$ cat config.mk
export PLATFORM = sky130hd
export DESIGN_NAME = tcgr_ctrl
export DESIGN_NICKNAME = d
export VERILOG_FILES = /design/src/hw/rtl/tcgr_pkg.sv /design/src/hw/rtl/tcgr_ctrl.sv
export SDC_FILE = /design/constraint.sdc
export NUM_CORES = 1
export LEC_CHECK = 0
export BUFFER_PORTS_ARGS = -buffer_cell sky130_fd_sc_hd__buf_4
export CORE_ASPECT_RATIO = 0.9
export CORE_MARGIN = 2
export CORE_UTILIZATION = 58
export DETAILED_ROUTE_END_ITERATION = 8
export HOLD_SLACK_MARGIN = 0.12
export PLACE_DENSITY = 0.93
export SLEW_MARGIN = 5
export SYNTH_ARGS = -nofsm -noshare
export SYNTH_HDL_FRONTEND = slang
export SYNTH_SLANG_ARGS = --single-unit
$ cat constraint.sdc
create_clock -name aclk -period 10.84 [get_ports aclk]
set_input_delay 2.168 -clock aclk [delete_from_list [all_inputs] [get_ports aclk]]
set_output_delay 2.168 -clock aclk [all_outputs]
set_load 0.02 [all_outputs]
$ cat src/hw/rtl/tcgr_pkg.sv
`default_nettype none
// ----------------------------------------------------------------------------
// tcgr_pkg: shared types and constants of the text console glyph renderer
// Transfer codes, character codes, the font memory geometry and the structs
// that travel between the controller, the font memory and the top level.
// ----------------------------------------------------------------------------
package tcgr_pkg;

    // Font memory geometry.
    localparam int FONT_AW    = 11;
    localparam int FONT_DEPTH = 1 << FONT_AW;

    // Glyphs are always eight pixels wide.
    localparam int GLYPH_COLS      = 8;
    localparam int GLYPH_COL_SHIFT = 3;

    // Internal width of pixel coordinates and damage bounds.
    localparam int DIM_W = 11;

    // Input item kinds.
    typedef enum logic [1:0] {
        IN_LOAD  = 2'd0,
        IN_PUT   = 2'd1,
        IN_FLUSH = 2'd2
    } in_kind_t;

    // Result item kinds.
    typedef enum logic [1:0] {
        OUT_ROW    = 2'd0,
        OUT_SCROLL = 2'd1,
        OUT_RECT   = 2'd2
    } out_kind_t;

    // Character codes with special handling.
    localparam logic [7:0] CHAR_BS    = 8'd8;
    localparam logic [7:0] CHAR_LF    = 8'd10;
    localparam logic [7:0] CHAR_CR    = 8'd13;
    localparam logic [7:0] CHAR_SPACE = 8'd32;
    localparam logic [7:0] CHAR_MAX   = 8'd127;

    // One result item.
    typedef struct packed {
        logic [1:0] out_kind;
        logic [9:0] pixel_x;
        logic [8:0] pixel_y;
        logic [7:0] row_bits;
        logic [9:0] rect_width;
        logic [8:0] rect_height;
        logic       last;
    } result_t;

    // A result issued by the controller; when from_ram is set, row bits come from the font memory.
    typedef struct packed {
        logic    valid;
        logic    from_ram;
        result_t res;
    } issue_t;

    // Font memory access request.
    typedef struct packed {
        logic               we;
        logic [FONT_AW-1:0] waddr;
        logic [7:0]         wdata;
        logic               re;
        logic [FONT_AW-1:0] raddr;
    } font_req_t;

endpackage
`default_nettype wire

$ cat src/hw/rtl/tcgr_ctrl.sv
`default_nettype none
// ----------------------------------------------------------------------------
// tcgr_ctrl: console sequencer
// Decodes input items, keeps the cursor and damage rectangle, and issues
// scroll, glyph row and rectangle results one per cycle as credit allows.
// ----------------------------------------------------------------------------
module tcgr_ctrl #(
    parameter int TEXT_COLUMNS = 80,
    parameter int TEXT_ROWS    = 24,
    parameter int GLYPH_ROWS   = 16
) (
    input  wire logic                aclk,
    input  wire logic                aresetn,
    input  wire logic                s_valid,
    output logic                     s_ready,
    input  wire logic [1:0]          s_kind,
    input  wire logic [7:0]          s_char_code,
    input  wire logic [10:0]         s_font_index,
    input  wire logic [7:0]          s_font_byte,
    input  wire logic                issue_ok,
    output tcgr_pkg::issue_t         issue,
    output tcgr_pkg::font_req_t      font_req
);

    localparam int DIM_W   = tcgr_pkg::DIM_W;
    localparam int FONT_AW = tcgr_pkg::FONT_AW;
    localparam int ROW_W   = $clog2(GLYPH_ROWS);
    localparam int SCREEN_W = TEXT_COLUMNS * tcgr_pkg::GLYPH_COLS;
    localparam int SCREEN_H = TEXT_ROWS * GLYPH_ROWS;
    localparam int ROW_Y0   = GLYPH_ROWS * (TEXT_ROWS - 1);

    localparam logic [DIM_W-1:0]   SCREEN_W_D  = DIM_W'(SCREEN_W);
    localparam logic [DIM_W-1:0]   SCREEN_H_D  = DIM_W'(SCREEN_H);
    localparam logic [DIM_W-1:0]   RIGHT_ALL   = DIM_W'(SCREEN_W - 1);
    localparam logic [DIM_W-1:0]   BOTTOM_ALL  = DIM_W'(SCREEN_H - 1);
    localparam logic [DIM_W-1:0]   ROW_Y0_D    = DIM_W'(ROW_Y0);
    localparam logic [DIM_W-1:0]   ROW_Y1_D    = DIM_W'(ROW_Y0 + GLYPH_ROWS - 1);
    localparam logic [DIM_W-1:0]   GLYPH_W_M1  = DIM_W'(tcgr_pkg::GLYPH_COLS - 1);
    localparam logic [FONT_AW-1:0] GLYPH_ROWS_A = FONT_AW'(GLYPH_ROWS);
    localparam logic [ROW_W-1:0]   ROW_LAST    = ROW_W'(GLYPH_ROWS - 1);
    localparam logic [6:0]         COLS_C      = 7'(TEXT_COLUMNS);

    typedef enum logic [3:0] {
        ST_IDLE   = 4'b0001,
        ST_SCROLL = 4'b0010,
        ST_ROWS   = 4'b0100,
        ST_RECT   = 4'b1000
    } state_t;

    state_t               state_reg, state_next;
    logic [6:0]           cursor_reg, cursor_next;
    logic [DIM_W-1:0]     left_reg, left_next;
    logic [DIM_W-1:0]     top_reg, top_next;
    logic [DIM_W-1:0]     right_reg, right_next;
    logic [DIM_W-1:0]     bottom_reg, bottom_next;
    logic [FONT_AW-1:0]   base_reg, base_next;
    logic [6:0]           col_reg, col_next;
    logic [ROW_W-1:0]     row_reg, row_next;
    logic                 scroll_only_reg, scroll_only_next;

    // Character decode of the input item.
    logic [7:0]           chr;
    logic                 is_bs;
    logic [6:0]           col_pre;
    logic                 wrap;
    logic [6:0]           col_draw;
    logic [DIM_W-1:0]     sx;
    logic [DIM_W-1:0]     ex;
    logic [DIM_W-1:0]     bl, bt, br, bb;
    logic [FONT_AW-1:0]   chr_ext;

    always_comb begin
        chr      = (s_char_code > tcgr_pkg::CHAR_MAX) ? tcgr_pkg::CHAR_SPACE : s_char_code;
        is_bs    = (chr == tcgr_pkg::CHAR_BS);
        col_pre  = is_bs ? (cursor_reg - 7'd1) : cursor_reg;
        wrap     = (col_pre >= COLS_C);
        col_draw = wrap ? 7'd0 : col_pre;
        sx       = DIM_W'(col_draw) << tcgr_pkg::GLYPH_COL_SHIFT;
        ex       = sx + GLYPH_W_M1;
        // A wrap damages the whole screen before the new glyph is added.
        bl       = wrap ? '0 : left_reg;
        bt       = wrap ? '0 : top_reg;
        br       = wrap ? RIGHT_ALL : right_reg;
        bb       = wrap ? BOTTOM_ALL : bottom_reg;
        chr_ext  = FONT_AW'(chr);
    end

    // Rectangle and row result fields.
    logic [DIM_W-1:0] rect_w;
    logic [DIM_W-1:0] rect_h;
    logic [DIM_W-1:0] row_y;
    logic [DIM_W-1:0] row_x;

    always_comb begin
        rect_w = (right_reg >= left_reg) ? (right_reg - left_reg + DIM_W'(1)) : '0;
        rect_h = (bottom_reg >= top_reg) ? (bottom_reg - top_reg + DIM_W'(1)) : '0;
        row_y  = ROW_Y0_D + DIM_W'(row_reg);
        row_x  = DIM_W'(col_reg) << tcgr_pkg::GLYPH_COL_SHIFT;
    end

    // Sequencer.
    always_comb begin
        state_next       = state_reg;
        cursor_next      = cursor_reg;
        left_next        = left_reg;
        top_next         = top_reg;
        right_next       = right_reg;
        bottom_next      = bottom_reg;
        base_next        = base_reg;
        col_next         = col_reg;
        row_next         = row_reg;
        scroll_only_next = scroll_only_reg;

        s_ready          = 1'b0;
        issue            = '0;
        font_req.we      = 1'b0;
        font_req.waddr   = s_font_index;
        font_req.wdata   = s_font_byte;
        font_req.re      = 1'b0;
        font_req.raddr   = base_reg + FONT_AW'(row_reg);

        case (state_reg)
            ST_IDLE: begin
                s_ready = 1'b1;
                if (s_valid) begin
                    case (s_kind)
                        tcgr_pkg::IN_LOAD: begin
                            font_req.we = 1'b1;
                        end
                        tcgr_pkg::IN_PUT: begin
                            if (chr == tcgr_pkg::CHAR_CR) begin
                                cursor_next = '0;
                            end else if (chr == tcgr_pkg::CHAR_LF) begin
                                left_next        = '0;
                                top_next         = '0;
                                right_next       = RIGHT_ALL;
                                bottom_next      = BOTTOM_ALL;
                                scroll_only_next = 1'b1;
                                state_next       = ST_SCROLL;
                            end else if (!(is_bs && cursor_reg == 7'd0)) begin
                                // Draw the glyph and widen the damage at once.
                                left_next        = (bl > sx) ? sx : bl;
                                top_next         = (bt > ROW_Y0_D) ? ROW_Y0_D : bt;
                                right_next       = (br < ex) ? ex : br;
                                bottom_next      = (bb < ROW_Y1_D) ? ROW_Y1_D : bb;
                                cursor_next      = is_bs ? col_draw : (col_draw + 7'd1);
                                col_next         = col_draw;
                                base_next        = chr_ext * GLYPH_ROWS_A;
                                row_next         = '0;
                                scroll_only_next = 1'b0;
                                state_next       = wrap ? ST_SCROLL : ST_ROWS;
                            end
                        end
                        tcgr_pkg::IN_FLUSH: begin
                            if (left_reg < SCREEN_W_D) begin
                                state_next = ST_RECT;
                            end
                        end
                        default: begin
                        end
                    endcase
                end
            end

            ST_SCROLL: begin
                issue.valid        = issue_ok;
                issue.res.out_kind = tcgr_pkg::OUT_SCROLL;
                issue.res.last     = scroll_only_reg;
                if (issue_ok) begin
                    state_next = scroll_only_reg ? ST_IDLE : ST_ROWS;
                end
            end

            ST_ROWS: begin
                issue.valid        = issue_ok;
                issue.from_ram     = 1'b1;
                issue.res.out_kind = tcgr_pkg::OUT_ROW;
                issue.res.pixel_x  = row_x[9:0];
                issue.res.pixel_y  = row_y[8:0];
                issue.res.last     = (row_reg == ROW_LAST);
                font_req.re        = issue_ok;
                if (issue_ok) begin
                    row_next = row_reg + ROW_W'(1);
                    if (row_reg == ROW_LAST) begin
                        state_next = ST_IDLE;
                    end
                end
            end

            ST_RECT: begin
                issue.valid           = issue_ok;
                issue.res.out_kind    = tcgr_pkg::OUT_RECT;
                issue.res.pixel_x     = left_reg[9:0];
                issue.res.pixel_y     = top_reg[8:0];
                issue.res.rect_width  = rect_w[9:0];
                issue.res.rect_height = rect_h[8:0];
                issue.res.last        = 1'b1;
                if (issue_ok) begin
                    left_next   = SCREEN_W_D;
                    top_next    = SCREEN_H_D;
                    right_next  = '0;
                    bottom_next = '0;
                    state_next  = ST_IDLE;
                end
            end

            default: begin
                state_next = ST_IDLE;
            end
        endcase
    end

    // Control and console state.
    always_ff @(posedge aclk) begin
        if (!aresetn) begin
            state_reg  <= ST_IDLE;
            cursor_reg <= '0;
            left_reg   <= SCREEN_W_D;
            top_reg    <= SCREEN_H_D;
            right_reg  <= '0;
            bottom_reg <= '0;
        end else begin
            state_reg  <= state_next;
            cursor_reg <= cursor_next;
            left_reg   <= left_next;
            top_reg    <= top_next;
            right_reg  <= right_next;
            bottom_reg <= bottom_next;
        end
    end

    // Per-item working registers.
    always_ff @(posedge aclk) begin
        base_reg        <= base_next;
        col_reg         <= col_next;
        row_reg         <= row_next;
        scroll_only_reg <= scroll_only_next;
    end

endmodule
`default_nettype wire

==> metrics.txt, run 1 <==
Ports=roughly 120; worst-path fanout max=14; antenna violations before repair=0; Starting Density=approximately three fifths; Fmax=between 0.15 and 0.2 GHz; crit path cell chain=buf_4, or3b_1, nor4_4, a41oi_1, nand2_1, and2_1, inv_1, ha_1, a41o_1, maj3_2, a211oi_2, o211ai_2, and4_1, nor4_1; Final Non-Filler Cells=about 860; 1st-iter DRT viols=roughly 430; Inserted Diodes=0; H-tree lvl count=3; placed insts=around 850; first-pass GRT wire length=between 20000 and 30000 µm; vias in the first global route=~5000; Top FF cell, synth=dfxtp_1; setup tns final=0 ns; status=completed; fraction of layout cells with a size suffix above 1=between 15 and 20%; grt ovf=0; Synth Register Bits=74; FP Rows=34; Synth Warn #=0; Final GP Congestion=0.9319; Total Routing Usage GR=30.13%; Top delay family on crit path=simple AND/OR/NAND/NOR gates; power per cell area=roughly 140 nW/µm²; Mapped Cells=~690; Synth area leaders=dfxtp_1 19%, ha_1 11%, edfxtp_1 9.7%; die area=roughly 11000 µm²; CTS tree=yes; CTS clk-pin slew, worst paths=~0.08 ns; syn avg cell area=8.515 µm²; Root Driver=clkbuf_8; unrepaired setup endpoints after global routing=false; max incr delay on CP=just under 0.5 ns; area of the multi-input gates=roughly 3700 µm²; Final Core Density=between 60% and 70%; post-cts resize count=0; Seq/Total Area, Yosys=approximately 28%; Via-to-Cell Ratio=6.265; CTS sink count=74; top post-synthesis cells by count=66 x nor2_1, 63 x inv_1, 55 x dfxtp_1; Final ANT Viol Nets=0; Placeable Area=9742 µm²; CTS max path bufs=2; post-route clock period utilization=around 55%; CTS Hold Buffers Added=0; Die Ht=between 90 and 100 µm; Slowest cell on crit path=nand2_1; Synth-to-Final Area Change=11.07%; worst path required time=~11 ns; CP Launch Type=input pin; Post-Syn Area=~5900 µm²; Post-CTS Setup Bufs=0; maximum vdd ir drop=86.78 µV; Buf/Inv on CP=2; HP Class=reg -> reg; Worst Path Arrival=6.28 ns; FF+latch area=1672 µm²; Final Skew=0.01165 ns; critical path type=in -> reg; I/O Buffers=70; worst rel slew slack=29.28%; nets@finish=825; Max Cap Viol=0; CP endpoint kind=flop; most frequent cell after synthesis=nor2_1; top cell type's share of synthesized area=a little under a fifth; DP HPWL=approximately 12000 µm; total number of vias=5400; Initial DRT Pass Iterations=7; routed wire length=16210 µm; leading area contributor after synthesis=dfxtp_1; Worst-Margin Slew=about 1.1 ns; Final Hold Viols=0; Fill cells=between 700 and 800; DRC=0; TritonCTS Buffers=9; post-synthesis cell type count=a little under 90; EDFF count, synth=19; Final setup viols=0; minimum clock period=around 6.0 ns; Clk Latency, worst-skew pair=around 0.35 ns; Max Transition Viols Final=0; drt wl/cell=roughly 19 µm; fraction of registers with async set/reset=0%; LEAKAGE=0.002801 µW; largest net degree at the start of global routing=27; Die X-Extent=approximately 110 µm
## metrics by stage
step                cell area (µm²)  setup WS, ns  hold slack (ns)  power, µW
finish                         6516         4.829           0.4718      915.7
CTS                            6516         4.901           0.4730      910.9
detailed placement             6301         4.553           0.4586      682.8
global placement               6301         4.715           0.4545      666.0
global route                   6516         4.590           0.5011      968.4
floorplan                      5893         5.492           0.4363      609.7
## placed cells by master (no fill, tap or decap), drive strengths merged, types with 8 or more instances in the layout
cell type / instances
a21o: 11
a21oi: 52
a22o: 11
and2: 14
buf: 74
clkbuf: 13
conb: 8
dfxtp: 55
edfxtp: 19
fa: 8
ha: 53
inv: 67
nand2: 43
nand3: 20
nand4: 11
nor2: 70
nor3: 21
nor4: 14
o211ai: 10
o21ai: 18
o21bai: 9
xnor2: 17
## layer usage
metal / share of wire [%] / wire [µm] / track usage, %
met1: 41 / 6602 / 39.50
met2: 47 / 7621 / 49.32
met3: 9.5 / 1544 / 5.308
met4: 2.7 / 437 / 11.49
met5: 0 / 0 / 0
## area by class of cell
type                    count  area share [%]
clock inverters             3          0.3648
well taps                 126           2.419
repair buffers             74           8.525
inverters                  65           3.744
multi-input cells         507           56.36
clock buffers              13           2.938
flip-flops and latches     74           25.65
## worst paths after layout
kind / endpoint / cells after the start / from / slack [ns]
setup reg to reg: left_reg[5] / 13 / cursor_reg[0] / 6.29
setup / recovery: right_reg[4] / 14 / s_char_code[6] / 4.83
hold reg to reg: top_reg[9] / 2 / top_reg[9] / 0.47
hold / removal: top_reg[9] / 2 / top_reg[9] / 0.47
## report_power, final
part	total (µW)	internal (µW)	switching, µW
sequential	334	307	26.7
combinational	351	148	202
clock	231	119	111
## logic make-up (layout without fill, tap and decap cells)
group	Yosys count	count (layout)	synth area share [%]
compound gates	162	162	19.49
xor+xnor	23	23	3.668
fa+ha+maj	62	62	14.22
buf+inv	115	155	9.575
flops	74	74	28.49
mux	10	10	1.791
other cells	1	8	0.06392
simple gates	242	242	22.69
## worst reg2reg max path: stages (launching register included)
cell and delay [ns]:
dfxtp_1 0.41, inv_1 0.12, ha_1 0.33, or3b_1 0.42, nor4_1 0.43, mux2_2 0.40
a21boi_1 0.57, ha_1 0.26, nand2_1 0.06, o31a_1 0.28, o21ai_1 0.21, nor3_1 0.10
nor3_2 0.66, o211ai_1 0.17
Power figures use the tool's default switching activity.
==> inputs of run 2 (changes only) <==
--- a/config.mk
+++ b/config.mk
@@ -5,13 +5,14 @@
 export SDC_FILE = /design/constraint.sdc
 export NUM_CORES = 1
 export LEC_CHECK = 0
+export ABC_AREA = 1
 export BUFFER_PORTS_ARGS = -buffer_cell sky130_fd_sc_hd__buf_4
 export CORE_ASPECT_RATIO = 0.9
 export CORE_MARGIN = 2
-export CORE_UTILIZATION = 58
+export CORE_UTILIZATION = 57
 export DETAILED_ROUTE_END_ITERATION = 8
 export HOLD_SLACK_MARGIN = 0.12
-export PLACE_DENSITY = 0.93
+export PLACE_DENSITY = 0.92
 export SLEW_MARGIN = 5
 export SYNTH_ARGS = -nofsm -noshare
 export SYNTH_HDL_FRONTEND = slang
==> constraint.sdc (replaced) <==
create_clock -name aclk -period 5.6 [get_ports aclk]
set_input_delay 1.12 -clock aclk [delete_from_list [all_inputs] [get_ports aclk]]
set_output_delay 1.12 -clock aclk [all_outputs]
set_load 0.02 [all_outputs]
==> metrics.txt, run 2 <==
Sw Pwr=676.6 µW (was 340.5 µW); minimum clock period=4.461 ns; Worst-Margin Slew=1.009 ns (was 1.052 ns); Synth Register Bits=74 (unchanged); Sw Ratio=36.74% (was 37.19%); Seq/Total Area, Yosys=28.52% (was 28.49%); total number of vias=5730 (was 5400); Total Routing Usage GR=26.28% (was 30.13%); Post-Place Cell Area=6296 µm² (was 6301 µm²); Final Cell Area=6603 µm² (was 6516 µm²); Max Cap Viol=0 (unchanged); Synth Warn #=0 (unchanged); power per cell area=278.9 nW/µm² (was 140.5 nW/µm²); dpl ws=0.9374 ns (was 4.553 ns); CTS sink count=74 (unchanged); top post-synthesis cells by count=158 x nand2_1, 135 x inv_1, 72 x nor2_1 (was 66 x nor2_1, 63 x inv_1, 55 x dfxtp_1); cell repeated most along the worst path=nand2_1; EDFF count, synth=19 (unchanged); post-cts resize count=0 (unchanged); Die X-Extent=110.9 µm (was 110.0 µm); grt ovf=0 (unchanged); post-route clock period utilization=about four fifths; top cell type's share of synthesized area=18.78% (was 18.77%); leading area contributor after synthesis=dfxtp_1 (unchanged); Worst Path Arrival=4.69 ns (was 6.28 ns); commonest non-fill, non-tap cell in the layout=nand2_1 (was buf_4); CTS clk-pin slew, worst paths=0.06 ns (was 0.08 ns); Final GP Congestion=0.9393 (was 0.9319); Final Skew=0.01413 ns (was 0.01165 ns); final worst setup slack=1.139 ns (was 4.829 ns); Slowest cell on crit path=nor2_2 (was nand2_1); worst rel slew slack=32.30% (was 29.28%); CP endpoint kind=flop (unchanged); CTS Hold Buffers Added=0 (unchanged); reg2reg end=right_reg[4] (was left_reg[5]); Root Driver=clkbuf_16 (was clkbuf_8); Buf/Inv on CP=3 (was 2); unrepaired setup endpoints after global routing=false (unchanged); commonest non-fill, non-tap cells in the layout=158 x nand2_1, 135 x inv_1, 73 x buf_4 (was 74 x buf_4, 66 x nor2_1, 63 x inv_1); worst-path fanout max=22 (was 14); Inserted Diodes=0 (unchanged); FP Rows=35 (was 34); reg2reg setup slack=1.84 ns (was 6.29 ns); sequential power share=34.6% (was 36.5%); DP HPWL=10910 µm (was 12080 µm); Fmax=between 0.2 and 0.25 GHz; max incr delay on CP=0.33 ns (was 0.49 ns); Starting Density=57.95% (was 60.22%); I/O Buffers=70 (unchanged); fraction of layout cells with a size suffix above 1=15.47% (was 18.34%); Final Core Density=65.27% (was 66.89%); Hold Path Stages=2 (unchanged); Top delay family on crit path=simple AND/OR/NAND/NOR gates (unchanged); 1st-iter DRT viols=637 (was 434); routed wire length=14990 µm (was 16210 µm); HP Class=reg -> reg (unchanged); antenna violations before repair=0 (unchanged); Final Hold Viols=0 (unchanged); critical path type=in -> reg (unchanged); Die Ht=100.2 µm (was 99.42 µm); CTS max path bufs=2 (unchanged); Ports=117 (unchanged); Synth-to-Final Area Change=12.64% (was 11.07%); CTS tree=yes (unchanged); syn avg cell area=7.071 µm² (was 8.515 µm²); DRC=0 (unchanged); Synth area leaders=dfxtp_1 19%, ha_1 11%, nand2_1 10% (was dfxtp_1 19%, ha_1 11%, edfxtp_1 9.7%); Clk Latency, worst-skew pair=0.35 ns (about the same); fraction of registers with async set/reset=0% (unchanged); TritonCTS Buffers=9 (unchanged); power share of the clock group=32.7% (was 25.2%); total power=1842 µW (was 915.7 µW); Max Transition Viols Final=0 (unchanged); Mapped Cells=829 (was 689); Hold Path Origin=bottom_reg[10] (was top_reg[9]); H-tree lvl count=3 (unchanged); Critical R2R Launch=cursor_reg[0] (unchanged); most frequent cell after synthesis=nand2_1 (was nor2_1); worst path required time=5.83 ns (was 11.10 ns); drt wl/cell=14.87 µm (was 18.80 µm); LEAKAGE=0.003125 µW (was 0.002801 µW); nets@finish=968 (was 825); Comb pwr share=32.7% (was 38.3%); largest net degree at the start of global routing=35 (was 27); Post-Syn Area=5862 µm² (was 5867 µm²); Via-to-Cell Ratio=5.685 (was 6.265); first-pass GRT wire length=23980 µm (was 25920 µm); R2R cell count=25 (was 13); maximum vdd ir drop=203.6 µV (was 86.78 µV); end point of the worst hold path=bottom_reg[10] (was top_reg[9]); CP Launch Type=input pin (unchanged); Internal Power=1165 µW (was 575.1 µW); vias in the first global route=5040 (was 5141); CP Depth=27 (was 14); post-synthesis cell type count=49 (was 88); Final setup viols=0 (unchanged); setup tns final=0 ns (unchanged); die area=11110 µm² (was 10940 µm²); Initial DRT Pass Iterations=6 (was 7); Final ANT Viol Nets=0 (unchanged); Top FF cell, synth=dfxtp_1 (unchanged); status=completed (unchanged); Placeable Area=10120 µm² (was 9742 µm²); Post-CTS Setup Bufs=0 (unchanged)
## run 2: cell count changes after synthesis, sizes merged, moves of 12 or more
cell | before | now
nand2 | 43 | 171
and2 | 14 | 1
nor4 | 14 | 1
o21ai | 18 | 50
nand3 | 20 | 67
a21oi | 52 | 64
inv | 64 | 141
## run 2: per-stage QoR
| stage | hold slack [ns] | instances |
|---|---|---|
| 3_5_place_dp | 0.4494 | 992 |
| 5_1_grt | 0.4780 | 1008 |
| 2_1_floorplan | 0.4217 | 836 |
| 6_report | 0.4672 | 1008 |
| 3_3_place_gp | 0.4328 | 992 |
| 4_1_cts | 0.4587 | 1008 |
## run 2: layout make-up
class / instances / area (µm²)
inverter: 144 / 540.5
clock buffer: 9 / 225.2
fill: 836 / 3513
clock inverter: 7 / 81.33
multi-input combinational: 572 / 3374
sequential: 74 / 1672
timing repair buffer: 73 / 548.0
tap: 129 / 161.4
## run 2: power by group through the flow
stage / clock network [µW] / registers, µW / logic (µW)
5_1_grt: 625 / 642 / 667
3_3_place_gp: 0 / 647 / 570
4_1_cts: 600 / 636 / 595
2_1_floorplan: 0 / 654 / 435
3_5_place_dp: 0 / 648 / 586
6_report: 602 / 637 / 603
## run 2: worst max-delay path by stage
stage / endpoint / slack, ns / start
after floorplan: right_reg[8] / 1.74 / s_char_code[7]
after global placement: right_reg[4] / 1.13 / s_char_code[7]
after global routing: right_reg[4] / 0.85 / s_char_code[7]
after detailed placement: right_reg[4] / 0.94 / s_char_code[7]
final: right_reg[4] / 1.14 / s_char_code[7]
after CTS: right_reg[4] / 1.21 / s_char_code[7]
## run 2: cell families (layout without fill, tap and decap cells)
group	count (synthesis)	after routing	share of synthesized area, %
flops	74	74	28.52
buf+inv	190	233	14.49
compound gates	140	140	13.72
fa+ha+maj	61	61	14.04
simple gates	352	352	27.51
xor+xnor	11	11	1.644
other cells	1	8	0.06397
## run 2: tightest hold or removal path, stage by stage (launching register included)
cell,delay (ns)
dfxtp_1,0.33
inv_1,0.06
nor2_1,0.04
## run 2: metal layers
metal | GRT usage [%] | vias to the layer above | share of wire, %
met3 | 4.167 | 44 | 8.3
met1 | 34.86 | 2667 | 42
met2 | 43.65 | 274 | 47
met4 | 10.10 | 0 | 2.7
li1 | - | 2745 | -
met5 | 0 | - | 0
==> inputs of run 3 (changes only) <==
==> constraint.sdc (replaced) <==
create_clock -name aclk -period 4.15 [get_ports aclk]
set_input_delay 0.83 -clock aclk [delete_from_list [all_inputs] [get_ports aclk]]
set_output_delay 0.83 -clock aclk [all_outputs]
set_load 0.02 [all_outputs]
==> metrics.txt, run 3 (synthesized netlist as in run 2, its figures left out) <==
Inserted Diodes=0 (unchanged); HP Class=reg -> reg (unchanged); max incr delay on CP=0.41 ns (was 0.33 ns); total power=2446 µW (was 1842 µW); Max Cap Viol=0 (unchanged); Root Driver=clkbuf_16 (unchanged); CTS max path bufs=2 (unchanged); grt ovf=0 (unchanged); total number of vias=5693 (was 5730); post-route clock period utilization=between 90% and 100%; Synth-to-Final Area Change=13.26% (was 12.64%); reg2reg setup slack=0.67 ns (was 1.84 ns); setup tns final=0 ns (unchanged); worst rel slew slack=53.26% (was 32.30%); post-cts resize count=0 (unchanged); worst path required time=3.32 ns (was 5.83 ns); I/O Buffers=70 (unchanged); placed insts=999 (was 992); Final Skew=0.009495 ns (was 0.01413 ns); FP Rows=35 (unchanged); status=completed (unchanged); DP HPWL=11070 µm (was 10910 µm); fraction of layout cells with a size suffix above 1=16.03% (was 15.47%); Die Ht=100.2 µm (unchanged); antenna violations before repair=0 (unchanged); Ports=117 (unchanged); crit path cell chain=inv_1, ha_1, inv_1, ha_1, fa_1, a21oi_1, o21bai_1, a21oi_1, o21ai_0, nand2_1, inv_1, nor2_1, o21bai_1, a21oi_1, o21a_1, buf_4; CTS sink count=74 (unchanged); CTS clk-pin slew, worst paths=0.06 ns (about the same); worst-path fanout max=4 (was 22); reg2reg end=right_reg[3] (was right_reg[4]); Total Routing Usage GR=27.43% (was 26.28%); largest net degree at the start of global routing=33 (was 35); Final ANT Viol Nets=0 (unchanged); Final Hold Viols=0 (unchanged); Hold Path Origin=bottom_reg[10] (unchanged); 1st-iter DRT viols=623 (was 637); final hold slack=0.4523 ns (was 0.4672 ns); LEAKAGE=0.003150 µW (was 0.003125 µW); Initial DRT Pass Iterations=5 (was 6); DRC=0 (unchanged); minimum clock period=~3.9 ns; die area=11110 µm² (unchanged); Worst-Margin Slew=0.6958 ns (was 1.009 ns); Slowest cell on crit path=fa_1 (was nor2_2); Clk Latency, worst-skew pair=0.34 ns (was 0.35 ns); CP Launch Type=flop (was input pin); Via-to-Cell Ratio=5.609 (was 5.685); power per cell area=368.4 nW/µm² (was 278.9 nW/µm²); CTS Hold Buffers Added=0 (unchanged); Critical R2R Launch=cursor_reg[0] (unchanged); H-tree lvl count=3 (unchanged); end point of the worst hold path=bottom_reg[10] (unchanged); FF+latch area=1672 µm² (unchanged); Die X-Extent=110.9 µm (unchanged); Placeable Area=10120 µm² (unchanged); Worst Path Arrival=3.12 ns (was 4.69 ns); commonest non-fill, non-tap cell in the layout=nand2_1 (unchanged); maximum vdd ir drop=209.9 µV (was 203.6 µV); routed wire length=15210 µm (was 14990 µm); nets@finish=975 (was 968); first-pass GRT wire length=24940 µm (was 23980 µm); area of the multi-input gates=3374 µm² (unchanged); unrepaired setup endpoints after global routing=false (unchanged); Top delay family on crit path=compound AO/OA/AOI/OAI gates (was simple AND/OR/NAND/NOR gates); CP endpoint kind=output pin (was flop); Fmax=0.2533 GHz; critical path type=reg -> out (was in -> reg); Final setup viols=0 (unchanged); Final Non-Filler Cells=1015 (was 1008); Hold Path Stages=2 (unchanged); Final GP Congestion=0.9513 (was 0.9393); Buf/Inv on CP=4 (was 3); CTS tree=yes (unchanged); commonest non-fill, non-tap cells in the layout=158 x nand2_1, 135 x inv_1, 80 x buf_4 (was 158 x nand2_1, 135 x inv_1, 73 x buf_4); R2R cell count=25 (unchanged); Starting Density=57.95% (unchanged); drt wl/cell=14.98 µm (was 14.87 µm); Post-CTS Setup Bufs=0 (unchanged); TritonCTS Buffers=9 (unchanged); vias in the first global route=5194 (was 5040); Max Transition Viols Final=0 (unchanged); Fill cells=782 (was 836)
[run 3: changes by cell type in the layout (fill, tap and decap cells not counted), sizes merged]
cell    before  now
buf         73   80
bufinv       1    0
inv        146  143
clkbuf       9   11
clkinv       3    5
[run 3: worst max path at each step]
stage / from / to / slack [ns] / cells after the start
2_1_floorplan: s_char_code[7] / right_reg[8] / 0.58 / 28
3_3_place_gp: s_char_code[7] / right_reg[4] / 0.41 / 27
3_5_place_dp: s_char_code[7] / right_reg[4] / 0.25 / 27
4_1_cts: left_reg[1] / issue[19] / 0.27 / 16
5_1_grt: left_reg[1] / issue[19] / 0.04 / 16
6_report: left_reg[1] / issue[19] / 0.20 / 16
[run 3: worst register-to-register path: cells and delay by family (launching register included)]
family                     cells  cell delay, ns
and+or+nand+nor               18            1.79
AOI/OAI and AO/OA              3            0.41
buffers and inverters          2            0.27
DFF                            1            0.33
adders and majority gates      2            0.60
[run 3: layout make-up]
type	instances	area share, %
multi-input combinational	572	50.83
sequential	74	25.18
timing repair buffer	80	9.046
inverter	144	8.142
clock buffer	11	3.826
tap	129	2.431
clock inverter	5	0.5466
[run 3: per-stage QoR]
step	area (µm²)	setup WS, ns	utilization (%)
3_5_place_dp	6349	0.2492	62.76
3_3_place_gp	6349	0.4055	62.76
6_report	6639	0.2023	65.63
4_1_cts	6639	0.2675	65.63
2_1_floorplan	5888	0.5784	-
5_1_grt	6639	0.03918	65.63
[run 3: routing by layer]
metal	routed length (µm)	vias up	track usage, %
met5	0	-	0
met2	7074	286	45.35
met1	6243	2607	36.05
met4	495	0	13.37
met3	1392	49	3.321
li1	-	2751	-
[run 3: where the power goes]
group | switching (µW) | total [µW] | internal (µW)
logic | 529 | 821 | 293
clock network | 318 | 762 | 444
registers | 54.6 | 862 | 808
